`src/rtl/b64d_pkg.sv`:
```
// b64d_pkg: types, constants and helper functions of the base64 stream decoder.
// Standalone; used by every module of the decoder under rtl/.
package b64d_pkg;

	localparam logic [7:0] CHAR_PAD   = 8'h3d;  // '='
	localparam logic [7:0] CHAR_PLUS  = 8'h2b;  // '+'
	localparam logic [7:0] CHAR_SLASH = 8'h2f;  // '/'
	localparam logic [7:0] CHAR_UPPER_A = 8'h41;
	localparam logic [7:0] CHAR_UPPER_Z = 8'h5a;
	localparam logic [7:0] CHAR_LOWER_A = 8'h61;
	localparam logic [7:0] CHAR_LOWER_Z = 8'h7a;
	localparam logic [7:0] CHAR_DIGIT_0 = 8'h30;
	localparam logic [7:0] CHAR_DIGIT_9 = 8'h39;

	localparam logic [5:0] SEXTET_PLUS  = 6'd62;
	localparam logic [5:0] SEXTET_SLASH = 6'd63;

	// Offsets that move a character into its sextet range (mod 256).
	localparam logic [7:0] OFS_LOWER = 8'd71;  // 'a' - 26
	localparam logic [7:0] OFS_DIGIT = 8'd4;   // 52 - '0'

	// Bytes decoded from one input item, ready for the back end.
	typedef struct packed {
		logic [7:0] b0;
		logic [7:0] b1;
		logic [7:0] b2;
		logic [1:0] cnt;  // 1..3 bytes valid
	} b64d_rec_t;

	typedef struct packed {
		logic ok;
		logic [5:0] val;
	} b64d_map_t;

	function automatic b64d_map_t map_char(input logic [7:0] c);
		b64d_map_t r;
		logic [7:0] t;
		r.ok = 1'b1;
		r.val = '0;
		t = '0;
		if (c >= CHAR_UPPER_A && c <= CHAR_UPPER_Z) begin
			t = c - CHAR_UPPER_A;
			r.val = t[5:0];
		end else if (c >= CHAR_LOWER_A && c <= CHAR_LOWER_Z) begin
			t = c - OFS_LOWER;
			r.val = t[5:0];
		end else if (c >= CHAR_DIGIT_0 && c <= CHAR_DIGIT_9) begin
			t = c + OFS_DIGIT;
			r.val = t[5:0];
		end else if (c == CHAR_PLUS) begin
			r.val = SEXTET_PLUS;
		end else if (c == CHAR_SLASH) begin
			r.val = SEXTET_SLASH;
		end else begin
			r.ok = 1'b0;  // '=' and every other byte stop decoding
		end
		return r;
	endfunction

	function automatic logic [23:0] pack_group(input logic [5:0] s0, input logic [5:0] s1,
		input logic [5:0] s2, input logic [5:0] s3);
		return {s0, s1, s2, s3};
	endfunction

endpackage

```
`src/rtl/base64_stream_decoder.sv`:
```
// Streaming base64 decoder: one character per item in, one decoded byte per item out.
// Characters are taken one per cycle while the output side keeps up; a group of four
// characters yields three bytes, and the byte output runs at one byte per cycle, so a
// clean stream sustains one character per cycle. Bytes pass the record queue, then
// the output register. The front end stalls only when the QUEUE_DEPTH-entry record
// queue between front and back end is full; a stop or end-of-string flush adds up to
// two bytes, which the queue absorbs. last_in_run marks the final byte produced by one
// input character. Depends on b64d_pkg, b64d_front, b64d_queue, b64d_back.
module base64_stream_decoder #(
	parameter int QUEUE_DEPTH = 4
) (
	input  logic       clk,
	input  logic       arst_n,
	input  logic       in_valid,
	output logic       in_ready,
	input  logic [7:0] in_char,
	input  logic       end_of_string,
	output logic       out_valid,
	input  logic       out_ready,
	output logic [7:0] out_byte,
	output logic       last_in_run
);

	logic                q_full;
	logic                push;
	b64d_pkg::b64d_rec_t push_rec;
	logic                pop;
	logic                head_valid;
	b64d_pkg::b64d_rec_t head_rec;

	b64d_front u_front (
		.clk           (clk),
		.arst_n        (arst_n),
		.in_valid      (in_valid),
		.in_ready      (in_ready),
		.in_char       (in_char),
		.end_of_string (end_of_string),
		.q_full        (q_full),
		.push          (push),
		.push_rec      (push_rec)
	);

	b64d_queue #(
		.DEPTH (QUEUE_DEPTH)
	) u_queue (
		.clk        (clk),
		.arst_n     (arst_n),
		.push       (push),
		.push_rec   (push_rec),
		.pop        (pop),
		.full       (q_full),
		.head_valid (head_valid),
		.head_rec   (head_rec)
	);

	b64d_back u_back (
		.clk         (clk),
		.arst_n      (arst_n),
		.head_valid  (head_valid),
		.head_rec    (head_rec),
		.pop         (pop),
		.out_valid   (out_valid),
		.out_ready   (out_ready),
		.out_byte    (out_byte),
		.last_in_run (last_in_run)
	);

endmodule

```
`src/rtl/b64d_front.sv`:
```
// b64d_front: accepts characters, maps them to sextets, tracks the open group
// and produces at most one record of decoded bytes per item. Uses b64d_pkg.
module b64d_front (
	input  logic                clk,
	input  logic                arst_n,
	input  logic                in_valid,
	output logic                in_ready,
	input  logic [7:0]          in_char,
	input  logic                end_of_string,
	input  logic                q_full,
	output logic                push,
	output b64d_pkg::b64d_rec_t push_rec
);

	logic [5:0] buf_q [3];
	logic [1:0] fill_q;
	logic       halted_q;

	b64d_pkg::b64d_map_t m;
	logic       accept;
	logic [5:0] s0, s1, s2, s3;
	logic [23:0] grp;
	logic [1:0] cnt;

	assign in_ready = !q_full;
	assign accept   = in_valid && in_ready;
	assign m        = b64d_pkg::map_char(in_char);

	// Group as it stands with the new sextet placed after the held ones.
	always_comb begin
		s0 = (fill_q == 2'd0) ? m.val : buf_q[0];
		s1 = (fill_q >  2'd1) ? buf_q[1] : ((fill_q == 2'd1) ? m.val : 6'd0);
		s2 = (fill_q == 2'd3) ? buf_q[2] : ((fill_q == 2'd2) ? m.val : 6'd0);
		s3 = (fill_q == 2'd3) ? m.val : 6'd0;
		grp = b64d_pkg::pack_group(s0, s1, s2, s3);
	end

	always_comb begin
		cnt = 2'd0;
		if (!halted_q) begin
			if (m.ok) begin
				if (fill_q == 2'd3) begin
					cnt = 2'd3;
				end else if (end_of_string) begin
					cnt = fill_q;  // k held plus this one gives k bytes
				end
			end else if (fill_q > 2'd1) begin
				cnt = fill_q - 2'd1;
			end
		end
	end

	assign push         = accept && (cnt != 2'd0);
	assign push_rec.b0  = grp[23:16];
	assign push_rec.b1  = grp[15:8];
	assign push_rec.b2  = grp[7:0];
	assign push_rec.cnt = cnt;

	always_ff @(posedge clk or negedge arst_n) begin
		if (!arst_n) begin
			fill_q   <= 2'd0;
			halted_q <= 1'b0;
		end else if (accept) begin
			if (end_of_string) begin
				fill_q   <= 2'd0;
				halted_q <= 1'b0;
			end else if (!halted_q) begin
				if (m.ok) begin
					fill_q <= fill_q + 2'd1;  // wraps to zero on a full group
				end else begin
					fill_q   <= 2'd0;
					halted_q <= 1'b1;
				end
			end
		end
	end

	// Sextet slots are read only below the fill count.
	always_ff @(posedge clk) begin
		if (accept && !halted_q && m.ok) begin
			case (fill_q)
				2'd0: buf_q[0] <= m.val;
				2'd1: buf_q[1] <= m.val;
				2'd2: buf_q[2] <= m.val;
				default: ;
			endcase
		end
	end

endmodule

```
`src/rtl/b64d_queue.sv`:
```
// b64d_queue: short FIFO of decoded-byte records between front and back end.
// Uses b64d_pkg for the record type.
module b64d_queue #(
	parameter int DEPTH = 4
) (
	input  logic                clk,
	input  logic                arst_n,
	input  logic                push,
	input  b64d_pkg::b64d_rec_t push_rec,
	input  logic                pop,
	output logic                full,
	output logic                head_valid,
	output b64d_pkg::b64d_rec_t head_rec
);

	localparam int PW = (DEPTH > 1) ? $clog2(DEPTH) : 1;
	localparam int CW = $clog2(DEPTH + 1);
	localparam logic [PW-1:0] LAST_PTR = PW'(DEPTH - 1);
	localparam logic [CW-1:0] DEPTH_CNT = CW'(DEPTH);

	b64d_pkg::b64d_rec_t mem_q [DEPTH];
	logic [PW-1:0] wr_ptr_q, rd_ptr_q;
	logic [CW-1:0] count_q;

	assign full       = (count_q == DEPTH_CNT);
	assign head_valid = (count_q != '0);
	assign head_rec   = mem_q[rd_ptr_q];

	always_ff @(posedge clk) begin
		if (push) begin
			mem_q[wr_ptr_q] <= push_rec;
		end
	end

	always_ff @(posedge clk or negedge arst_n) begin
		if (!arst_n) begin
			wr_ptr_q <= '0;
			rd_ptr_q <= '0;
			count_q  <= '0;
		end else begin
			if (push) begin
				wr_ptr_q <= (wr_ptr_q == LAST_PTR) ? '0 : wr_ptr_q + 1'b1;
			end
			if (pop) begin
				rd_ptr_q <= (rd_ptr_q == LAST_PTR) ? '0 : rd_ptr_q + 1'b1;
			end
			if (push && !pop) begin
				count_q <= count_q + 1'b1;
			end else if (pop && !push) begin
				count_q <= count_q - 1'b1;
			end
		end
	end

	a_no_push_full: assert property (@(posedge clk) disable iff (!arst_n)
		push |-> !full) else $error("push into full queue");
	a_no_pop_empty: assert property (@(posedge clk) disable iff (!arst_n)
		pop |-> head_valid) else $error("pop from empty queue");
	a_count_range: assert property (@(posedge clk) disable iff (!arst_n)
		count_q <= DEPTH_CNT) else $error("queue count out of range");
	a_rec_nonempty: assert property (@(posedge clk) disable iff (!arst_n)
		push |-> push_rec.cnt != 2'd0) else $error("empty record queued");

endmodule

```
`src/rtl/b64d_back.sv`:
```
// b64d_back: sends the bytes of the queue's head record one per cycle while
// out_ready allows, via an output register. Uses b64d_pkg for record types.
module b64d_back (
	input  logic                clk,
	input  logic                arst_n,
	input  logic                head_valid,
	input  b64d_pkg::b64d_rec_t head_rec,
	output logic                pop,
	output logic                out_valid,
	input  logic                out_ready,
	output logic [7:0]          out_byte,
	output logic                last_in_run
);

	logic       out_valid_q;
	logic [7:0] out_byte_q;
	logic       last_q;
	logic [1:0] idx_q;

	logic       load;
	logic       last_byte;
	logic [7:0] sel_byte;

	assign load      = head_valid && (!out_valid_q || out_ready);
	assign last_byte = (idx_q == (head_rec.cnt - 2'd1));
	assign pop       = load && last_byte;

	always_comb begin
		case (idx_q)
			2'd0:    sel_byte = head_rec.b0;
			2'd1:    sel_byte = head_rec.b1;
			default: sel_byte = head_rec.b2;
		endcase
	end

	always_ff @(posedge clk or negedge arst_n) begin
		if (!arst_n) begin
			out_valid_q <= 1'b0;
			idx_q       <= 2'd0;
		end else begin
			if (load) begin
				out_valid_q <= 1'b1;
				idx_q       <= last_byte ? 2'd0 : idx_q + 2'd1;
			end else if (out_ready) begin
				out_valid_q <= 1'b0;
			end
		end
	end

	always_ff @(posedge clk) begin
		if (load) begin
			out_byte_q <= sel_byte;
			last_q     <= last_byte;
		end
	end

	assign out_valid   = out_valid_q;
	assign out_byte    = out_byte_q;
	assign last_in_run = last_q;

	a_idx_in_rec: assert property (@(posedge clk) disable iff (!arst_n)
		head_valid |-> idx_q < head_rec.cnt) else $error("byte index past record");
	a_pop_marks_last: assert property (@(posedge clk) disable iff (!arst_n)
		pop |=> out_valid && last_in_run) else $error("record retired without last byte");
	a_idx_zero_idle: assert property (@(posedge clk) disable iff (!arst_n)
		!head_valid |-> idx_q == 2'd0) else $error("byte index left open");

endmodule

```
`config.mk`:
```
export PLATFORM = sky130hd
export DESIGN_NAME = base64_stream_decoder
export DESIGN_NICKNAME = d
export VERILOG_FILES = /design/src/rtl/b64d_pkg.sv /design/src/rtl/base64_stream_decoder.sv /design/src/rtl/b64d_front.sv /design/src/rtl/b64d_queue.sv /design/src/rtl/b64d_back.sv
export SDC_FILE = /design/constraint.sdc
export NUM_CORES = 1
export LEC_CHECK = 0
export CORE_MARGIN = 3
export CORE_UTILIZATION = 59
export CTS_BUF_LIST = sky130_fd_sc_hd__clkbuf_4
export CTS_CLUSTER_DIAMETER = 100
export DETAILED_ROUTE_END_ITERATION = 10
export DONT_BUFFER_PORTS = 1
export PLACE_DENSITY = 0.8
export SLEW_MARGIN = 20
export SYNTH_ARGS = -nofsm -noshare
export SYNTH_HDL_FRONTEND = slang
export SYNTH_SLANG_ARGS = --single-unit
```
`constraint.sdc`:
```
create_clock -name clk -period 4.1 [get_ports clk]
set_clock_uncertainty 0.2 [all_clocks]
set_input_delay 0.205 -clock clk [delete_from_list [all_inputs] [get_ports clk]]
set_output_delay 0.205 -clock clk [all_outputs]
set_load 0.01 [all_outputs]
```
After elaboration in Yosys (flattened, before gate mapping):

Memories as Yosys holds them, arrays and structs flattened.
Cells that the tools add are included.

* logic and storage cells: 118
* memories kept: 2
* register bits after elaboration: 22
* bits of input ports: 13
* bits in writable memories: 122

Memory list
* u_queue.mem_q: words 4, width 26, read ports 1, clocked after memory_dff 0, wr ports 1, line b64d_queue.sv:21 `b64d_pkg::b64d_rec_t mem_q [DEPTH];`
* u_front.buf_q: words 3, width 6, read ports 3, clocked after memory_dff 0, wr ports 1, line b64d_front.sv:15 `logic [5:0] buf_q [3];`

* reductions and logical operators: 26
* equal/unequal tests: 11
* mux-type cells: 52
* magnitude comparators: 7
* $add $sub $neg: 11

Operators by type and width (number)
* 6-bit two-way mux: 13
* 2-bit two-way mux: 13
* 1-bit two-way mux: 23
* 8-bit by 6-bit equality test with 1-bit output, second input constant: 2
* 8-bit by 7-bit >= comparator with 1-bit output, second input constant: 2
* 8-bit by 7-bit less-or-equal comparator with 1-bit output, second input constant: 2
* 8-bit case mux with 2 select lines: 1
* 6-bit OR reduction: 2
* 1-bit logical AND: 11
* 2-bit by 1-bit adder with 2-bit output, second input constant: 4
* 2-bit equality test, second input constant: 4
* 8-bit by 6-bit >= comparator with 1-bit output, second input constant: 1
* 8-bit by 6-bit less-or-equal comparator with 1-bit output, second input constant: 1
* 6-bit by 3-bit adder with 6-bit output, second input constant: 1
* 3-bit two-way mux: 2
* 2-bit nonzero test: 3
* 6-bit by 1-bit subtractor with 6-bit output, second input constant: 1
* 6-bit by 3-bit subtractor with 6-bit output, second input constant: 1
* 1-bit zero test: 5
* 2-bit by 1-bit equality test with 1-bit output, second input constant: 2
* 2-bit zero test: 2
* 2-bit by 1-bit subtractor with 2-bit output, second input constant: 2
* 3-bit by 1-bit adder with 3-bit output, second input constant: 1
* 3-bit equality test, second input constant: 1
* other kinds (7): 7

Longest topological paths before layout:

Gate-level depths: netlist (run 1).

* depth in word-level cells: 14
* gate-level depth with buffers: 15
* gate-level depth less buffers: 13

Cells and area by module:

From an unflattened synthesis (run 1), not the netlist that was laid out.

* cells, all modules: 394
* area, all modules: 6501.2 sq um

Modules (own cells, without submodules)
* b64d_queue: area an instance 4219.0 sq um, cells each 173, times used 1
* b64d_front: area an instance 1684.1 sq um, cells each 164, times used 1
* b64d_back: area an instance 598.1 sq um, cells each 57, times used 1

Worst setup path after synthesis (run 1):

Ideal clock, no wire load.

* path type: in2reg
* start: input in_char[2]
* end: register u_queue.count_q[1]
* slack: 1.063 ns
* library setup time: 0.125 ns
* cell stages on the path: 13
* buffers on the path: 2
* required time: 3.775 ns
* arrival: 2.713 ns
* path through: buf_6 inv_1 ha_1 nor2b_1 o21ai_0 a31o_2 o41ai_1 o21ba_1 buf_6 ha_1 inv_1 fa_1 mux2_2

* cells in the longest elaborated chain, start to end: 13
* elaborated cells on any way between the ends: 25

RTL lines
* start: declaration: line base64_stream_decoder.sv:16 `input logic [7:0] in_char,`
* branches (longest 5 deep; another with 8-bit by 6-bit >= comparator with 1-bit output)
* 1-bit two-way mux *: line b64d_pkg.sv:41 `if (c >= CHAR_UPPER_A && c <= CHAR_UPPER_Z) begin`
* 2-bit two-way mux *: line b64d_front.sv:41 `if (m.ok) begin`
* 2-bit two-way mux *: line b64d_front.sv:40 `if (!halted_q) begin`
* 2-bit nonzero test *: line b64d_front.sv:53 `assign push = accept && (cnt != 2'd0);`
* 1-bit logical AND *: line b64d_front.sv:53
* named net push: line base64_stream_decoder.sv:25 `logic push;`
* 1-bit zero test: line b64d_queue.sv:49 `end else if (pop && !push) begin`
* 1-bit logical AND: line b64d_queue.sv:49
* 2-bit nonzero test (no source line)
* end signal: assignment: line b64d_queue.sv:48 `count_q <= count_q + 1'b1;`
* end signal: assignment: line b64d_queue.sv:50 `count_q <= count_q - 1'b1;`
* end: declaration: line b64d_queue.sv:23 `logic [CW-1:0] count_q;`

Mark *: on every way through the listed nets, which the timed path passes.
A chain may end at the register's enable or synchronous reset.

Final worst setup path (run 1):

* start: register u_queue.rd_ptr_q[0]
* end: register u_queue.count_q[2]

* cells in the longest elaborated chain, start to end: 7
* elaborated cells on any way between the ends: 9

RTL lines
* start: declaration: line b64d_queue.sv:22 `logic [PW-1:0] wr_ptr_q, rd_ptr_q;`
* start signal: assignment: line b64d_queue.sv:45 `rd_ptr_q <= (rd_ptr_q == LAST_PTR) ? '0 : rd_ptr_q + 1'b1;`
* memory read 4 x 26 bit *
* 2-bit by 1-bit subtractor with 2-bit output *: line b64d_back.sv:25 `assign last_byte = (idx_q == (head_rec.cnt - 2'd1));`
* 2-bit equality test *: line b64d_back.sv:25
* 1-bit logical AND *: line b64d_back.sv:26 `assign pop = load && last_byte;`
* 1-bit zero test: line b64d_queue.sv:47 `if (push && !pop) begin`
* 1-bit logical AND: line b64d_queue.sv:47
* 3-bit two-way mux / 2-bit nonzero test (equally long branches)

Mark *: on every way between the ends. The rest lies on a longest branch, timed or not.

==> results of run 1 <==
==> logic make-up (layout without fill, tap and decap cells) <==
| family | after synthesis | in the layout | share of synthesized area (%) |
|---|---|---|---|
| DFF | 144 | 144 | 65.9 |
| and+or+nand+nor | 76 | 76 | 6.61 |
| AOI/OAI and AO/OA | 68 | 68 | 7.73 |
| buffers and inverters | 41 | 77 | 2.81 |
| muxes | 37 | 37 | 11.2 |
| adders and majority gates | 24 | 24 | 4.77 |
| xor gates and xnor gates | 6 | 6 | 0.930 |
==> power groups by stage <==
| stage | Clock [µW] | Sequential [µW] | Combinational [µW] |
|---|---|---|---|
| final | 1080 | 1890 | 1030 |
| after detailed placement | 0 | 1920 | 1020 |
| after floorplan | 0 | 1890 | 793 |
| after global routing | 1160 | 1900 | 1140 |
| after CTS | 1090 | 1890 | 1050 |
| after global placement | 0 | 1910 | 998 |
==> flip-flops by register name, indices dropped and copies added, names as in the netlist <==
register / flops
u_front.halted_q: 1
u_front.fill_q: 2
u_back.out_byte: 8
u_front.buf_q: 18
u_back.out_valid: 1
u_back.idx_q: 2
u_queue.wr_ptr_q: 2
u_back.last_in_run: 1
u_queue.count_q: 3
u_queue.mem_q: 104
u_queue.rd_ptr_q: 2
==> worst max-delay path, cell delays in order, from the launching register on <==
cell	delay, ns
dfrtp_2	0.40
buf_4	0.29
mux4_2	0.56
and2_1	0.18
a22oi_2	0.19
nor2b_1	0.14
inv_1	0.08
ha_1	0.17
inv_1	0.06
fa_1	0.37
xor2_1	0.17
nor2_1	0.13
xor2_1	0.17
==> layer usage <==
| layer | global-route usage [%] | vias to the layer above |
|---|---|---|
| met4 | 8.21 | 0 |
| li1 | - | 1590 |
| met3 | 5.59 | 20 |
| met5 | 0 | - |
| met1 | 27.5 | 1835 |
| met2 | 34.0 | 112 |
==> per-stage QoR <==
stage	hold WS, ns	total power, µW
6_report	0.0607	4000
5_1_grt	0.0225	4200
4_1_cts	0.000516	4020
3_5_place_dp	-0.290	2940
3_3_place_gp	-0.290	2910
2_1_floorplan	-0.291	2690
==> path summary, 6_finish.rpt <==
check	from	end	slack [ns]	cells past startpoint
max	u_queue.rd_ptr_q[0]$_DFFE_PN0P_	u_queue.count_q[2]$_DFFE_PN0P_	0.92	12
min	in_char[4]	u_front.buf_q[0][14]$_DFFE_PP_	0.06	3
max reg2reg	u_queue.rd_ptr_q[0]$_DFFE_PN0P_	u_queue.count_q[2]$_DFFE_PN0P_	0.92	12
min reg2reg	u_queue.count_q[2]$_DFFE_PN0P_	u_queue.count_q[2]$_DFFE_PN0P_	0.32	1
max in group asynchronous	arst_n	u_queue.rd_ptr_q[0]$_DFFE_PN0P_	2.78	2
min in group asynchronous	arst_n	u_queue.wr_ptr_q[0]$_DFFE_PN0P_	0.47	2
==> cell type report <==
cell class / instances / area, µm²
fill: 709 / 3390
timing repair buffer: 20 / 178
multi-input combinational: 211 / 2020
tap: 136 / 170
inverter: 26 / 97.6
clock buffer: 18 / 135
clock inverter: 13 / 218
sequential: 144 / 4260
==> cell usage after synthesis (all sizes together) (4+ instances only) <==
cell	count	area, µm²
edfxtp	131	3930
inv	26	97.6
mux4	26	586
ha	23	288
o21ai	18	90.1
and2	16	100
nor2	14	55.1
dfrtp	13	325
nand2	13	48.8
a22o	12	105
buf	11	68.8
mux2	11	139
a21oi	9	45.0
a22oi	9	72.6
nor3	6	35.0
nand3	5	25.0
clkbuf	4	15.0
nor2b	4	25.0
xor2	4	35.0
==> impl_metrics.py, run 1 <==
metrics = {
    "clock_network": {
        "cts_root_buf": "clkbuf_4",
        "cts_setup_buffers": 0,
        "cts_buffers": 17,
        "post_cts_resized": 0,
        "cts_max_level": 4,
        "postCtsHoldBufs": 11,
        "cts_tree": "done",
        "clock_path_buffers": 2,
        "clock-sinks": 144,
        "path_clk_slew_ns": 0.11,
        "insertion_delay_ns": 0.52,
    },
    "drt": {
        "drc": 0,
        "wl_per_cell_um": 21.5,
        "antenna_left": 0,
        "route.met2.wl_um": 6320,
        "drt-vias-per-instance": 6.26,
        "vias": 3557,
        "routed-wl-met3_um": 726,
        "wl_um": 12200,
        "routed.top_layer": "met4",
        "drtPass1Iterations": 5,
        "dr.first_iter.drc_count": 341,
        "wl_met1_um": 4910,
    },
    "critical_path": {
        "critPathKind": "flop to flop",
        "path_max_fanout": 15,
        "cp.required_ns": 4.35,
        "cp-start-kind": "flop",
        "endpoint_kind": "flop",
        "cp.arrival_ns": 3.43,
    },
    "final_layout": {
        "fin_util_pct": 67.6,
        "mostFrequentLayoutCells": "edfxtp_1 (131), inv_1 (26), mux4_2 (26), ha_1 (23), clkbuf_4 (18)",
        "fin_nets": 457,
        "finalNonFillerCells": 568,
        "drive_gt1_share_pct": 21.1,
        "mostFrequentLayoutCell": "edfxtp_1",
        "final_cell_area_um2": 7080,
        "syn_to_final_growth_pct": 9.57,
        "diodes": 0,
    },
    "floorplanning": {
        "die_h_um": 111,
        "row_count": 37,
        "io_pins": 24,
        "start_util_pct": 61.7,
        "design.core.area_um2": 10500,
        "die_area_um2": 12200,
        "die_width_um": 111,
    },
    "sta": {
        "drv_slew": 0,
        "min_period_ns": 3.18,
        "setup_slack_ns": 0.921,
        "tns_ns": 0,
        "finalSetupViolCount": 0,
        "rsz0062_at_grt": "no",
        "tightest_slew_ns": 0.674,
        "min_period_over_period_pct": 77.5,
        "clock.fmax_ghz": 0.315,
        "relSlewSlack_pct": 54.9,
        "finalHoldViolations": 0,
    },
    "power": {
        "ir_worst_vdd_mv": 0.292,
        "power_frac_seq_pct": 47.2,
        "p_comb_share_pct": 25.9,
        "power_switching_uw": 1130,
        "pwr-share-clk_pct": 27.0,
        "power_switching_share_pct": 28.2,
        "intPower_uw": 2870,
        "power-per-cell-area_nw_per_um2": 565,
        "power_leakage_uw": 0.00257,
    },
    "logic_synthesis": {
        "synthCells": 396,
        "synth_nets": 433,
        "syn_avg_cell_area_um2": 16.3,
        "async_flop_share_pct": 9.03,
        "synth_area_um2": 6460,
        "seq_area_frac_synth_pct": 65.9,
        "synth_edf_count": 131,
        "synth_cell_types": 55,
        "ys_seq_elements": 144,
        "synth_ff_type": "edfxtp_1",
        "synth-warning-count": 0,
    },
    "run": {
        "drv_cap": 0,
    },
    "placed_design": {
        "gp_congestion": 0.888,
        "dpl_worst_slack_ns": 0.935,
        "placed_cells": 526,
        "dp_hpwl_um": 7950,
        "post_dp_cell_area_um2": 6610,
        "io_buffers": 0,
    },
    "global_routing": {
        "grt_pass1_wl_um": 19500,
        "grt_max_degree": 27,
        "track_usage_pct": 21.0,
        "grt.overflow.total": 0,
        "grt_pass1_vias": 3533,
        "antenna_found_initial": 0,
    },
    "status": {
        "outcome": "finished, final reports clean",
    },
    "hold_path": {
        "min_path_type": "input port to flop",
    },
}
Power figures use the tool's default switching activity.
==> run 2: changes to the inputs <==
--- a/config.mk
+++ b/config.mk
@@ -5,6 +5,7 @@
 export SDC_FILE = /design/constraint.sdc
 export NUM_CORES = 1
 export LEC_CHECK = 0
+export ABC_AREA = 1
 export CORE_MARGIN = 3
 export CORE_UTILIZATION = 59
 export CTS_BUF_LIST = sky130_fd_sc_hd__clkbuf_4
==> constraint.sdc (replaced) <==
create_clock -name clk -period 3.15 [get_ports clk]
set_clock_uncertainty 0.2 [all_clocks]
set_input_delay 0.1575 -clock clk [delete_from_list [all_inputs] [get_ports clk]]
set_output_delay 0.1575 -clock clk [all_outputs]
set_load 0.01 [all_outputs]
==> run 2 against run 1 <==
Area after synthesis increased by 2.7%. Utilization shrank 0.64 points. Critical path depth is 2 lower. Via count up 25%. Worst hold slack got worse by 0.022 ns.
==> impl_metrics.py, run 2 <==
metrics = {
    "final_layout": {
        "syn_to_final_growth_pct": 10.0,
        "mostFrequentLayoutCells": "edfxtp_1 (131), nand2_1 (83), nor2_1 (71), o21ai_0 (67), inv_1 (42)",
        "mostFrequentLayoutCell": "edfxtp_1",
        "diodes": 0,
        "ff_latch_area_um2": 4260,
        "fin_nets": 659,
        "regMostFlops": "u_queue.mem_q",
        "final_cell_area_um2": 7290,
        "multi_input_area_um2": 2070,
        "drive_gt1_share_pct": 13.4,
        "largest_register_ffs": 104,
        "fillers": 772,
    },
    "floorplanning": {
        "die_area_um2": 12500,
        "start_util_pct": 60.9,
        "die_h_um": 112,
        "die_width_um": 112,
        "row_count": 38,
        "io_pins": 24,
        "design.core.area_um2": 10900,
    },
    "logic_synthesis": {
        "synth_compound_area_share_pct": 9.44,
        "synth_nets": 636,
        "yosys.area_share.adder_pct": 4.64,
        "synthTopCellsByCount": "edfxtp_1 (131), nand2_1 (83), nor2_1 (71)",
        "synthMuxAreaShare_pct": 0,
        "synth.largest_area_cell": "edfxtp_1",
        "synth_ff_type": "edfxtp_1",
        "ys_top_cells_by_area": "edfxtp_1 (59%), o21ai_0 (5.1%), dfrtp_1 (4.9%), nand2_1 (4.7%), ha_1 (4.3%)",
        "syn_avg_cell_area_um2": 11.1,
        "seq_area_frac_synth_pct": 64.2,
        "synthSimpleGateAreaFrac_pct": 15.7,
        "synthXorXnorAreaFrac_pct": 1.32,
        "synth_most_common_cell": "edfxtp_1",
        "synth_top_family_by_area": "simple AND/OR/NAND/NOR gates",
        "async_flop_share_pct": 9.03,
        "synth_edf_count": 131,
        "synth_area_um2": 6630,
        "synth-warning-count": 0,
        "ys_seq_elements": 144,
        "synth_cell_types": 32,
        "synthCells": 599,
        "yosysTopAreaCellShare_pct": 59.3,
    },
    "sta": {
        "tns_ns": 0,
        "finalSetupViolCount": 0,
        "drv_slew": 0,
        "finalHoldViolations": 0,
        "min_period_ns": 3.00,
        "rsz0062_at_grt": "no",
        "clock.fmax_ghz": 0.334,
        "tightest_slew_ns": 0.840,
        "relSlewSlack_pct": 43.8,
        "min_period_over_period_pct": 95.1,
    },
    "drt": {
        "drc": 0,
        "wl_um": 13600,
        "wl_per_cell_um": 17.6,
        "antenna_left": 0,
        "dr.first_iter.drc_count": 500,
        "vias": 4442,
        "drt-vias-per-instance": 5.73,
        "drtPass1Iterations": 5,
    },
    "global_routing": {
        "grt.overflow.total": 0,
        "grt_pass1_vias": 4545,
        "track_usage_pct": 23.2,
        "grt_max_degree": 47,
        "antenna_found_initial": 0,
        "grt_pass1_wl_um": 22500,
    },
    "clock_network": {
        "cts_buffers": 17,
        "clock-sinks": 144,
        "clock_path_buffers": 2,
        "cts_root_buf": "clkbuf_4",
        "cts_setup_buffers": 0,
        "path_clk_slew_ns": 0.11,
        "cts_max_level": 4,
        "insertion_delay_ns": 0.53,
        "cts_tree": "done",
    },
    "power": {
        "power_leakage_uw": 0.00274,
        "power_switching_uw": 2010,
        "power-per-cell-area_nw_per_um2": 784,
        "power_frac_seq_pct": 45.8,
        "pwr-share-clk_pct": 23.0,
        "p_comb_share_pct": 31.2,
        "power_switching_share_pct": 35.1,
        "ir_worst_vdd_mv": 0.420,
        "intPower_uw": 3710,
    },
    "placed_design": {
        "dp_hpwl_um": 8600,
        "io_buffers": 0,
        "gp_congestion": 0.868,
        "post_dp_cell_area_um2": 6780,
    },
    "run": {
        "drv_cap": 0,
    },
    "critical_path": {
        "endpoint_kind": "flop",
        "cp_cell_sequence": "dlygate4sd3_1 > nor2_1 > nand2_1 > xor2_1 > dlygate4sd3_1 > nand2_1 > nand2_1 > dlygate4sd3_1 > nand2_1 > dlygate4sd3_1",
        "cp.required_ns": 3.22,
        "critPathTopFamily": "buffers and inverters",
        "cpMaxStageDelayCell": "dlygate4sd3_1",
        "path_buf_inv": 4,
        "cp.arrival_ns": 3.06,
        "max_stage_delay_ns": 0.61,
        "cp-start-kind": "input port",
        "path_max_fanout": 4,
        "critPathKind": "input port to flop",
    },
    "status": {
        "outcome": "finished, final reports clean",
    },
    "hold_path": {
        "min_path_type": "input port to flop",
    },
}
==> run 2: cell types whose count changed after synthesis, sizes merged, moves of 16 or more <==
cell   change
nand2     +85
inv       +29
o22ai     +23
mux4      -26
and2      -16
nand3     +38
nor2      +67
o21ai     +65
==> run 2: final cells by class <==
type | instances | share of cell area (%)
Clock buffer | 18 | 1.85
Inverter | 55 | 2.83
Tap cell | 140 | 2.40
Sequential cell | 144 | 58.4
Clock inverter | 14 | 2.68
Timing Repair Buffer | 28 | 3.50
Multi-Input combinational cell | 376 | 28.3
==> run 2: cell families (layout without fill, tap and decap cells) <==
| logic type | Yosys count | in the layout |
|---|---|---|
| DFF | 144 | 144 |
| buffers and inverters | 79 | 115 |
| xor gates and xnor gates | 10 | 10 |
| adders and majority gates | 24 | 24 |
| AOI/OAI and AO/OA | 117 | 117 |
| and+or+nand+nor | 225 | 225 |
==> run 2: per-layer routing <==
layer | part of all wire [%] | up-vias | track usage [%]
met5 | 0 | - | 0
met4 | 1.6 | 0 | 8.49
met3 | 5.6 | 24 | 5.27
met2 | 52 | 165 | 40.3
met1 | 41 | 2131 | 28.6
li1 | - | 2122 | -
==> run 2: worst paths after layout <==
path,start,endpoint,slack (ns),cells after the start
setup / recovery,in_char[4],u_front.buf_q[0][11]$_DFFE_PP_,0.15,10
hold / removal,in_char[6],u_front.halted_q$_DFFE_PN0P_,0.04,8
setup reg to reg,u_front.fill_q[1]$_DFFE_PN0P_,u_queue.count_q[2]$_DFFE_PN0P_,0.30,13
hold reg to reg,u_queue.count_q[0]$_DFFE_PN0P_,u_queue.count_q[0]$_DFFE_PN0P_,0.36,1
max in group asynchronous,arst_n,u_queue.rd_ptr_q[0]$_DFFE_PN0P_,1.89,2
min in group asynchronous,arst_n,u_back.idx_q[0]$_DFFE_PN0P_,0.41,2
==> run 2: worst reg2reg max path, stage by stage (launching register included) <==
cell and delay, ns:
dfrtp_1 0.61, ha_2 0.41, a21oi_1 0.08, nand2_1 0.08, nand3_2 0.08, nand2_2 0.13
nand2_4 0.10, inv_2 0.06, ha_1 0.13, inv_1 0.07, fa_1 0.39, a21oi_1 0.14
o21ai_0 0.11, xor2_1 0.15
==> run 2: timing repair <==
item / in CTS / in global routing
hold buffers: 18 / 0
setup endpoints to repair: 0 / 2
endpoints found under the hold margin: 56 / 0
gates resized for setup: 0 / 4
==> run 2: stage by stage <==
step / instances / total power (µW) / hold WS (ns) / util (%) / worst slack (ns)
floorplan: 599 / 3890 / -0.338 / - / 0.325
global placement: 725 / 4290 / -0.338 / 62.3 / 0.298
detailed placement: 725 / 4400 / -0.338 / 62.3 / 0.206
CTS: 775 / 5740 / 0.00114 / 66.9 / 0.162
global route: 775 / 6080 / 0.0438 / 67.0 / 0.0229
finish: 775 / 5720 / 0.0382 / 67.0 / 0.153
==> run 2: power by group through the flow <==
stage | logic [µW] | clock network (µW) | registers [µW]
6_report | 1790 | 1310 | 2620
4_1_cts | 1790 | 1330 | 2620
3_5_place_dp | 1730 | 0 | 2660
2_1_floorplan | 1280 | 0 | 2600
3_3_place_gp | 1650 | 0 | 2640
5_1_grt | 2010 | 1420 | 2650
